## src/rtl/crl_pkg.sv

```systemverilog
// crl_pkg: shared types and constants for the connect rate limiter
// no dependencies; imported by crl_ctrl, crl_dp and connect_rate_limiter_core
package crl_pkg;

  // field widths
  localparam int unsigned TIME_W     = 48;
  localparam int unsigned INTERVAL_W = 20;
  localparam int unsigned LIMIT_W    = 5;
  localparam int unsigned CFG_IDX_W  = 1;

  // sliding window length in ms
  localparam logic [TIME_W:0] WINDOW_MS = 49'd10000;

  // configuration register indexes
  localparam logic [CFG_IDX_W-1:0] CFG_MIN_INTERVAL = 1'b0;
  localparam logic [CFG_IDX_W-1:0] CFG_MAX_CONNECTS = 1'b1;

  // item commands
  localparam logic CMD_QUERY   = 1'b0;
  localparam logic CMD_CONNECT = 1'b1;

  // controller to datapath commands
  typedef struct packed {
    logic load_item;  // capture command and time of an accepted item
    logic drop;       // drop the oldest kept attempt
    logic write;      // record now as a new attempt and last start
    logic calc;       // register the wakeup candidates
    logic load_out;   // load the result register
  } crl_cmd_t;

  // datapath to controller status
  typedef struct packed {
    logic prune_hit;  // oldest kept attempt has left the window
    logic at_limit;   // kept attempts reach the effective limit
    logic is_connect; // current item is a connect-started
    logic out_free;   // result register can take a new result
  } crl_status_t;

endpackage

```

## src/rtl/crl_ctrl.sv

```systemverilog
// crl_ctrl: sequencer for the connect rate limiter
// depends on crl_pkg for the command and status structs
module crl_ctrl import crl_pkg::*; (
  input  logic        clk_i,
  input  logic        rst_ni,
  input  logic        in_valid_i,
  output logic        in_stall_o,
  input  crl_status_t status_i,
  output crl_cmd_t    cmd_o
);

  typedef enum logic [6:0] {
    S_IDLE   = 7'b0000001,
    S_READ   = 7'b0000010,
    S_PRUNE  = 7'b0000100,
    S_TRIM   = 7'b0001000,
    S_SETTLE = 7'b0010000,
    S_WAKE   = 7'b0100000,
    S_OUT    = 7'b1000000
  } crl_state_e;

  crl_state_e state_q, state_d;

  // next state and commands
  always_comb begin
    state_d = state_q;
    cmd_o   = '0;
    unique case (state_q)
      S_IDLE: begin
        if (in_valid_i) begin
          cmd_o.load_item = 1'b1;
          state_d         = S_READ;
        end
      end
      // wait for the oldest entry to come out of the memory
      S_READ: begin
        state_d = S_PRUNE;
      end
      S_PRUNE: begin
        if (status_i.prune_hit) begin
          cmd_o.drop = 1'b1;
          state_d    = S_READ;
        end else if (status_i.is_connect) begin
          state_d = S_TRIM;
        end else begin
          state_d = S_WAKE;
        end
      end
      // drop down below the limit, then append
      S_TRIM: begin
        if (status_i.at_limit) begin
          cmd_o.drop = 1'b1;
        end else begin
          cmd_o.write = 1'b1;
          state_d     = S_SETTLE;
        end
      end
      S_SETTLE: begin
        state_d = S_WAKE;
      end
      S_WAKE: begin
        cmd_o.calc = 1'b1;
        state_d    = S_OUT;
      end
      S_OUT: begin
        if (status_i.out_free) begin
          cmd_o.load_out = 1'b1;
          state_d        = S_IDLE;
        end
      end
      default: begin
        state_d = S_IDLE;
      end
    endcase
  end

  always_ff @(posedge clk_i or negedge rst_ni) begin
    if (!rst_ni) begin
      state_q <= S_IDLE;
    end else begin
      state_q <= state_d;
    end
  end

  assign in_stall_o = (state_q != S_IDLE);

endmodule

```

## src/rtl/crl_dp.sv

```systemverilog
// crl_dp: datapath of the connect rate limiter: config registers, attempt ring,
// wakeup arithmetic and result register; depends on crl_pkg
module crl_dp import crl_pkg::*; #(
  parameter int unsigned RING_DEPTH = 16
) (
  input  logic                  clk_i,
  input  logic                  rst_ni,
  input  logic                  cfg_we_i,
  input  logic [CFG_IDX_W-1:0]  cfg_index_i,
  input  logic [INTERVAL_W-1:0] cfg_wdata_i,
  input  logic                  command_i,
  input  logic [TIME_W-1:0]     now_ms_i,
  input  crl_cmd_t              cmd_i,
  output crl_status_t           status_o,
  output logic                  out_valid_o,
  input  logic                  out_stall_i,
  output logic [TIME_W-1:0]     wakeup_ms_o,
  output logic [LIMIT_W-1:0]    attempts_in_window_o
);

  localparam int unsigned IW = (RING_DEPTH > 1) ? $clog2(RING_DEPTH) : 1;
  localparam int unsigned CW = $clog2(RING_DEPTH + 1);
  localparam int unsigned EW = (CW > LIMIT_W) ? CW : LIMIT_W;
  localparam logic [EW-1:0] MAX_E    = EW'(RING_DEPTH);
  localparam logic [IW-1:0] LAST_IDX = IW'(RING_DEPTH - 1);
  localparam logic [CW:0]   DEPTH_S  = (CW+1)'(RING_DEPTH);

  // configuration registers
  logic [INTERVAL_W-1:0] interval_q;
  logic [LIMIT_W-1:0]    limit_q;

  always_ff @(posedge clk_i or negedge rst_ni) begin
    if (!rst_ni) begin
      interval_q <= '0;
      limit_q    <= LIMIT_W'(16);
    end else if (cfg_we_i) begin
      unique case (cfg_index_i)
        CFG_MIN_INTERVAL: interval_q <= cfg_wdata_i;
        CFG_MAX_CONNECTS: limit_q    <= cfg_wdata_i[LIMIT_W-1:0];
        default: ;
      endcase
    end
  end

  // effective limit clamped to one and the ring depth
  logic [EW-1:0] limit_e, eff_limit;
  assign limit_e   = EW'(limit_q);
  always_comb begin
    priority if (limit_e == '0) begin
      eff_limit = EW'(1);
    end else if (limit_e > MAX_E) begin
      eff_limit = MAX_E;
    end else begin
      eff_limit = limit_e;
    end
  end

  // current item
  logic              cmd_q;
  logic [TIME_W-1:0] now_q;

  always_ff @(posedge clk_i) begin
    if (cmd_i.load_item) begin
      cmd_q <= command_i;
      now_q <= now_ms_i;
    end
  end

  // ring pointers and last start
  logic [IW-1:0]     oldest_q, oldest_d;
  logic [CW-1:0]     count_q, count_d;
  logic [TIME_W-1:0] last_q;
  logic              last_valid_q;
  logic [CW:0]       wr_sum;
  logic [IW-1:0]     wr_idx;

  always_comb begin
    oldest_d = oldest_q;
    count_d  = count_q;
    if (cmd_i.drop) begin
      oldest_d = (oldest_q == LAST_IDX) ? '0 : oldest_q + IW'(1);
      count_d  = count_q - CW'(1);
    end else if (cmd_i.write) begin
      count_d = count_q + CW'(1);
    end
  end

  // slot after the newest kept attempt, wrapped once
  always_comb begin
    wr_sum = (CW+1)'(oldest_q) + (CW+1)'(count_q);
    if (wr_sum >= DEPTH_S) begin
      wr_sum = wr_sum - DEPTH_S;
    end
    wr_idx = wr_sum[IW-1:0];
  end

  always_ff @(posedge clk_i or negedge rst_ni) begin
    if (!rst_ni) begin
      oldest_q     <= '0;
      count_q      <= '0;
      last_valid_q <= 1'b0;
      last_q       <= '0;
    end else begin
      oldest_q <= oldest_d;
      count_q  <= count_d;
      if (cmd_i.write) begin
        last_valid_q <= 1'b1;
        last_q       <= now_q;
      end
    end
  end

  // attempt memory, oldest entry read every cycle
  logic [TIME_W-1:0] mem_q [RING_DEPTH];
  logic [TIME_W-1:0] rd_data_q;

  always_ff @(posedge clk_i) begin
    if (cmd_i.write) begin
      mem_q[wr_idx] <= now_q;
    end
    rd_data_q <= mem_q[oldest_q];
  end

  // window checks
  logic [TIME_W:0] oldest_end;
  logic            full;
  assign oldest_end = {1'b0, rd_data_q} + WINDOW_MS;
  assign full       = (EW'(count_q) >= eff_limit);

  // wakeup candidates, registered before the final max
  logic [TIME_W:0] cand_a_q, cand_b_q;

  always_ff @(posedge clk_i) begin
    if (cmd_i.calc) begin
      cand_a_q <= last_valid_q ? ({1'b0, last_q} + (TIME_W+1)'(interval_q)) : '0;
      cand_b_q <= (count_q != '0 && full) ? oldest_end : '0;
    end
  end

  logic [TIME_W:0]   max_ab, max_all;
  logic [TIME_W-1:0] wake_sat;
  assign max_ab   = (cand_a_q > cand_b_q) ? cand_a_q : cand_b_q;
  assign max_all  = (max_ab > {1'b0, now_q}) ? max_ab : {1'b0, now_q};
  assign wake_sat = max_all[TIME_W] ? '1 : max_all[TIME_W-1:0];

  // result register
  logic              out_valid_q;
  logic [TIME_W-1:0] out_wake_q;
  logic [LIMIT_W-1:0] out_count_q;
  logic [EW-1:0]     count_e;
  assign count_e = EW'(count_q);

  always_ff @(posedge clk_i or negedge rst_ni) begin
    if (!rst_ni) begin
      out_valid_q <= 1'b0;
    end else if (cmd_i.load_out) begin
      out_valid_q <= 1'b1;
    end else if (!out_stall_i) begin
      out_valid_q <= 1'b0;
    end
  end

  always_ff @(posedge clk_i) begin
    if (cmd_i.load_out) begin
      out_wake_q  <= wake_sat;
      out_count_q <= count_e[LIMIT_W-1:0];
    end
  end

  assign out_valid_o          = out_valid_q;
  assign wakeup_ms_o          = out_wake_q;
  assign attempts_in_window_o = out_count_q;

  // status back to the sequencer
  assign status_o.prune_hit  = (count_q != '0) && (oldest_end <= {1'b0, now_q});
  assign status_o.at_limit   = full;
  assign status_o.is_connect = (cmd_q == CMD_CONNECT);
  assign status_o.out_free   = !out_valid_q || !out_stall_i;

  // checks
  a_count_bound: assert property (@(posedge clk_i) disable iff (!rst_ni)
    count_q <= CW'(RING_DEPTH))
    else $error("kept attempt count above ring depth");

  a_drop_nonempty: assert property (@(posedge clk_i) disable iff (!rst_ni)
    cmd_i.drop |-> count_q != '0)
    else $error("drop from an empty ring");

  a_write_below_limit: assert property (@(posedge clk_i) disable iff (!rst_ni)
    cmd_i.write |-> EW'(count_q) < eff_limit)
    else $error("append with the ring at its limit");

  a_wake_not_early: assert property (@(posedge clk_i) disable iff (!rst_ni)
    cmd_i.load_out |=> out_wake_q >= now_q)
    else $error("wakeup earlier than the item time");

endmodule

```

## src/rtl/connect_rate_limiter_core.sv

```systemverilog
// connect_rate_limiter_core: top level of the connect rate limiter
// depends on crl_pkg, crl_ctrl and crl_dp
//
// Paces connection attempts to one destination with a ten second sliding
// window log of attempt start times kept in an on-chip ring.
// Input channel (in_valid_i / in_stall_o): command_i (0 query, 1 connect
// started) and now_ms_i. Output channel (out_valid_o / out_stall_i):
// wakeup_ms_o and attempts_in_window_o, one result per item.
// The config port (cfg_we_i, cfg_index_i, cfg_wdata_i) writes the minimum
// reconnect interval (index 0) and the window limit (index 1).
// One item is worked at a time. A query prunes the entries that have left
// the window, each waiting on the registered memory read of the oldest
// entry, then registers the wakeup candidates and loads the result register.
// A connect also trims to the limit and appends before the wakeup step.
// The next item is accepted the cycle after its result is loaded.
// Reset clears the ring pointers, the last start and the output valid;
// registers return to interval 0 and limit 16; memory contents are not
// cleared. A stalled result holds in the output register; the sequencer
// waits before loading the next one until it is taken.
module connect_rate_limiter_core import crl_pkg::*; #(
  parameter int unsigned RING_DEPTH = 16
) (
  input  logic                  clk_i,
  input  logic                  rst_ni,
  input  logic                  cfg_we_i,
  input  logic [CFG_IDX_W-1:0]  cfg_index_i,
  input  logic [INTERVAL_W-1:0] cfg_wdata_i,
  input  logic                  in_valid_i,
  output logic                  in_stall_o,
  input  logic                  command_i,
  input  logic [TIME_W-1:0]     now_ms_i,
  output logic                  out_valid_o,
  input  logic                  out_stall_i,
  output logic [TIME_W-1:0]     wakeup_ms_o,
  output logic [LIMIT_W-1:0]    attempts_in_window_o
);

  crl_cmd_t    cmd;
  crl_status_t status;

  // sequencer
  crl_ctrl u_ctrl (
    .clk_i      (clk_i),
    .rst_ni     (rst_ni),
    .in_valid_i (in_valid_i),
    .in_stall_o (in_stall_o),
    .status_i   (status),
    .cmd_o      (cmd)
  );

  // datapath
  crl_dp #(
    .RING_DEPTH (RING_DEPTH)
  ) u_dp (
    .clk_i                (clk_i),
    .rst_ni               (rst_ni),
    .cfg_we_i             (cfg_we_i),
    .cfg_index_i          (cfg_index_i),
    .cfg_wdata_i          (cfg_wdata_i),
    .command_i            (command_i),
    .now_ms_i             (now_ms_i),
    .cmd_i                (cmd),
    .status_o             (status),
    .out_valid_o          (out_valid_o),
    .out_stall_i          (out_stall_i),
    .wakeup_ms_o          (wakeup_ms_o),
    .attempts_in_window_o (attempts_in_window_o)
  );

endmodule
```

## config.mk

```make
export PLATFORM = sky130hd
export DESIGN_NAME = connect_rate_limiter_core
export DESIGN_NICKNAME = d
export VERILOG_FILES = /design/src/rtl/crl_pkg.sv /design/src/rtl/crl_ctrl.sv /design/src/rtl/crl_dp.sv /design/src/rtl/connect_rate_limiter_core.sv
export SDC_FILE = /design/constraint.sdc
export NUM_CORES = 2
export LEC_CHECK = 0
export BUFFER_PORTS_ARGS = -buffer_cell sky130_fd_sc_hd__clkbuf_2
export CAP_MARGIN = 40
export CORE_ASPECT_RATIO = 1.1
export CORE_MARGIN = 2
export CORE_UTILIZATION = 62
export CTS_CLUSTER_SIZE = 12
export DETAILED_ROUTE_END_ITERATION = 16
export PLACE_DENSITY = 0.84
export SKIP_LAST_GASP = 1
export SYNTH_ARGS = -nofsm -noshare
export SYNTH_HDL_FRONTEND = slang
export SYNTH_SLANG_ARGS = --single-unit
```

## constraint.sdc

```tcl
create_clock -name clk_i -period 8.85 [get_ports clk_i]
set_input_delay 1.3275 -clock clk_i [delete_from_list [all_inputs] [get_ports clk_i]]
set_output_delay 1.3275 -clock clk_i [all_outputs]
set_load 0.02 [all_outputs]
```

==> impl_metrics.yaml <==
floorplan:
  io_pins: 130
  dieArea_mm2: 0.0796
  coreArea_mm2: 0.0763
  die_width_um: 269
  fp.dieH_um: 296
  initial_core_util_pct: 62.9
  num_rows: 106
critical_path:
  path_max_fanout: 9
  crit_arrival_ns: 7.84
  worstPathRequired_ns: 9.40
  ff2ff_setup_slack_ns: 1.56
  setup.worst_path.class: "reg -> reg"
  startpoint_type: "register"
  end_kind: "register"
worst_hold_path:
  hp-class: "in -> async"
grt:
  met2_usage_pct: 48.6
  grt_pass1_vias: 29464
  grt_busiest_layer: "met2"
  grt_use_total_pct: 29.7
  use_met3_pct: 4.61
  grt_pass1_wl_um: 176000
  grt_max_degree: 127
  grt_overflow: 0
  met1_usage_pct: 38.4
  grt_antenna_before_repair: 1
sta:
  period_share_pct: 82.3
  fin_skew_ns: 0.0231
  rsz0062_at_grt: "false"
  maxSlewHeadroom_pct: 35.2
  setup_slack_ns: 1.56
  min_period_ns: 7.29
  slew_viol_final: 0
  tns_ns: 0
  max_slew.worst_pin.slew_ns: 0.972
  setup_viol: 0
  hold_viol: 0
  fmax_ghz: 0.137
yosys:
  synth_cell_types: 69
  ys_async_sr_fraction_pct: 8.22
  synth_edf_count: 968
  syn_inst: 3012
  yosysTopAreaCell: "edfxtp_1"
  syn_nets: 3268
  synth_warnings: 0
  synth_flop_cell: "edfxtp_1"
  syn_avg_cell_area_um2: 15.9
  synth_area_mm2: 0.0480
  synth_top_area_share_pct: 60.6
  ys_seq_area_share_pct: 67.4
  synth_area_leaders: "edfxtp_1 (61%), mux2i_1 (5.1%), dfrtp_1 (4.6%)"
  yosys_register_bits: 1107
detailed_routing:
  viasPerCell: 6.67
  first_pass_iters: 8
  drt_wl_total_um: 119000
  vias: 28763
  drtAntennaViolNets: 0
  detail_route.wl_per_cell_um: 27.5
  drc: 0
  drt_iter0_markers: 3719
final_layout:
  layout_common_cells: "edfxtp_1 (968), mux2i_1 (242), ha_1 (178)"
  fill_cells: 4599
  post-route-util_pct: 70.4
  layout.nets: 3451
  final_common_cell: "edfxtp_1"
  drive_above_1_share_pct: 18.2
  area_growth_syn_to_layout_pct: 11.9
clocking:
  cts_max_level: 3
  cts-root-buf: "clkbuf_16"
  cts_sinks: 1107
  cts_setup_buffers: 0
  cts_tree: "yes"
  cts_made_buffers: 107
  cts_resized: 0
  hold_buffers: 0
  clkLatencyLatePin_ns: 0.68
  clk_pin_slew_worst_paths_ns: 0.06
  cts_buffer_depth: 3
placed_design:
  pre_cts_ws_ns: 1.90
  gp_congestion: 1.02
  dp_hpwl_um: 72900
  numPortBuffers: 129
run_status:
  status: "completed"
power_and_ir_drop:
  power.leakage_nw: 19.3
  power.density_mw_per_mm2: 270
  power_mw: 14.5
  peakVddDrop_uv: 214
run:
  maxCapViolCount: 0
-- sequential cells by signal (all words and copies together) (netlist names) --
signal	flops
u_dp.mem_q	768
u_dp.count_e	5
u_dp.attempts_in_window_o	5
u_dp.now_q	48
u_dp.oldest_q	4
u_dp.last_valid_q	1
u_dp.wakeup_ms_o	48
u_dp.cand_b_q	49
u_dp.interval_q	20
u_dp.last_q	48
u_dp.out_valid_o	1
u_dp.cand_a_q	49
u_dp.rd_data_q	48
u_dp.limit_e	5
u_ctrl.state_q	7
u_dp.cmd_q	1
-- kinds of logic (layout without fill, tap and decap cells) --
family	after synthesis	in the layout	share of synthesized area [%]
buf+inv	247	518	2.15
compound gates	454	454	6.53
fa+ha+maj	181	181	4.77
xor+xnor	89	89	1.63
mux	460	460	12.4
other cells	0	3	0
simple gates	474	474	5.14
flops	1107	1107	67.4
-- final timing paths --
kind                                      startpoint                            end  cells after the start
hold reg to reg                 u_dp.cmd_q$_DFFE_PP_  u_ctrl.state_q[5]$_DFFE_PN0P_                      1
max in group asynchronous                     rst_ni    u_dp.last_q[28]$_DFFE_PN0P_                      3
setup reg to reg           u_dp.rd_data_q[4]$_DFF_P_    u_dp.count_e[4]$_DFFE_PN0P_                     24
hold / removal                                rst_ni   u_dp.out_valid_o$_DFFE_PN0P_                      1
setup / recovery           u_dp.rd_data_q[4]$_DFF_P_    u_dp.count_e[4]$_DFFE_PN0P_                     24
min in group clk_i              u_dp.cmd_q$_DFFE_PP_  u_ctrl.state_q[5]$_DFFE_PN0P_                      1
-- routing by layer --
| metal | share of wire (%) | routed length, um |
|---|---|---|
| met1 | 37 | 43500 |
| met2 | 48 | 56900 |
| met3 | 10 | 11800 |
| met4 | 5.5 | 6530 |
| met5 | 0 | 0 |
-- cell usage after synthesis, types with 63 or more instances --
cell / number
mux2_2: 121
a21oi_1: 69
a221oi_1: 103
nand2_1: 118
mux2i_1: 243
edfxtp_1: 968
clkbuf_1: 74
ha_1: 178
inv_1: 122
nor2_1: 63
o21ai_0: 83
dfrtp_1: 89
mux4_2: 96
-- per-stage QoR --
step,hold slack (ns),cells,cell area [um^2]
finish,0.467,4312,53700
global route,0.464,4309,53600
CTS,0.453,4309,53600
detailed placement,0.500,4112,50400
global placement,0.476,4093,49900
floorplan,0.429,3012,48000
-- worst max-delay path, cell delays in order (launching register included) --
cell and delay (ns):
dfxtp_1 0.46, ha_1 0.25, a311o_1 0.21, o21bai_1 0.13, and2_1 0.25, nor3_2 0.39
nand3_1 0.34, nor2_1 0.44, nand2_1 0.12, xnor2_1 0.29, ha_1 0.32, a221oi_1 0.33
o21ai_0 0.15, a221oi_1 0.77, o311ai_0 0.49, a31oi_1 0.31, o211ai_1 0.35, o21ai_2 0.34
inv_1 0.17, fa_1 0.49, inv_1 0.07, a21o_1 0.10, a21oi_1 0.07, mux2i_1 0.15
xnor2_1 0.17
-- power breakdown --
part	switching [mW]	leakage, nW	internal, mW
clock	1.90	1.57	2.39
combinational	1.92	7.42	1.47
sequential	0.552	10.3	6.23
total	4.37	19.3	10.1
-- area by class of cell --
class / instances / area (um^2) / area share, %
flip-flops and latches: 1107 / 32300 / 60.2
multi-input cells: 1658 / 14800 / 27.6
clock buffers: 183 / 3110 / 5.79
repair buffers: 199 / 1540 / 2.86
well taps: 1026 / 1280 / 2.39
inverters: 122 / 458 / 0.854
clock inverters: 14 / 155 / 0.289
diodes: 3 / 7.51 / 0.0140
Note: power is estimated with default switching activity, not from simulation.
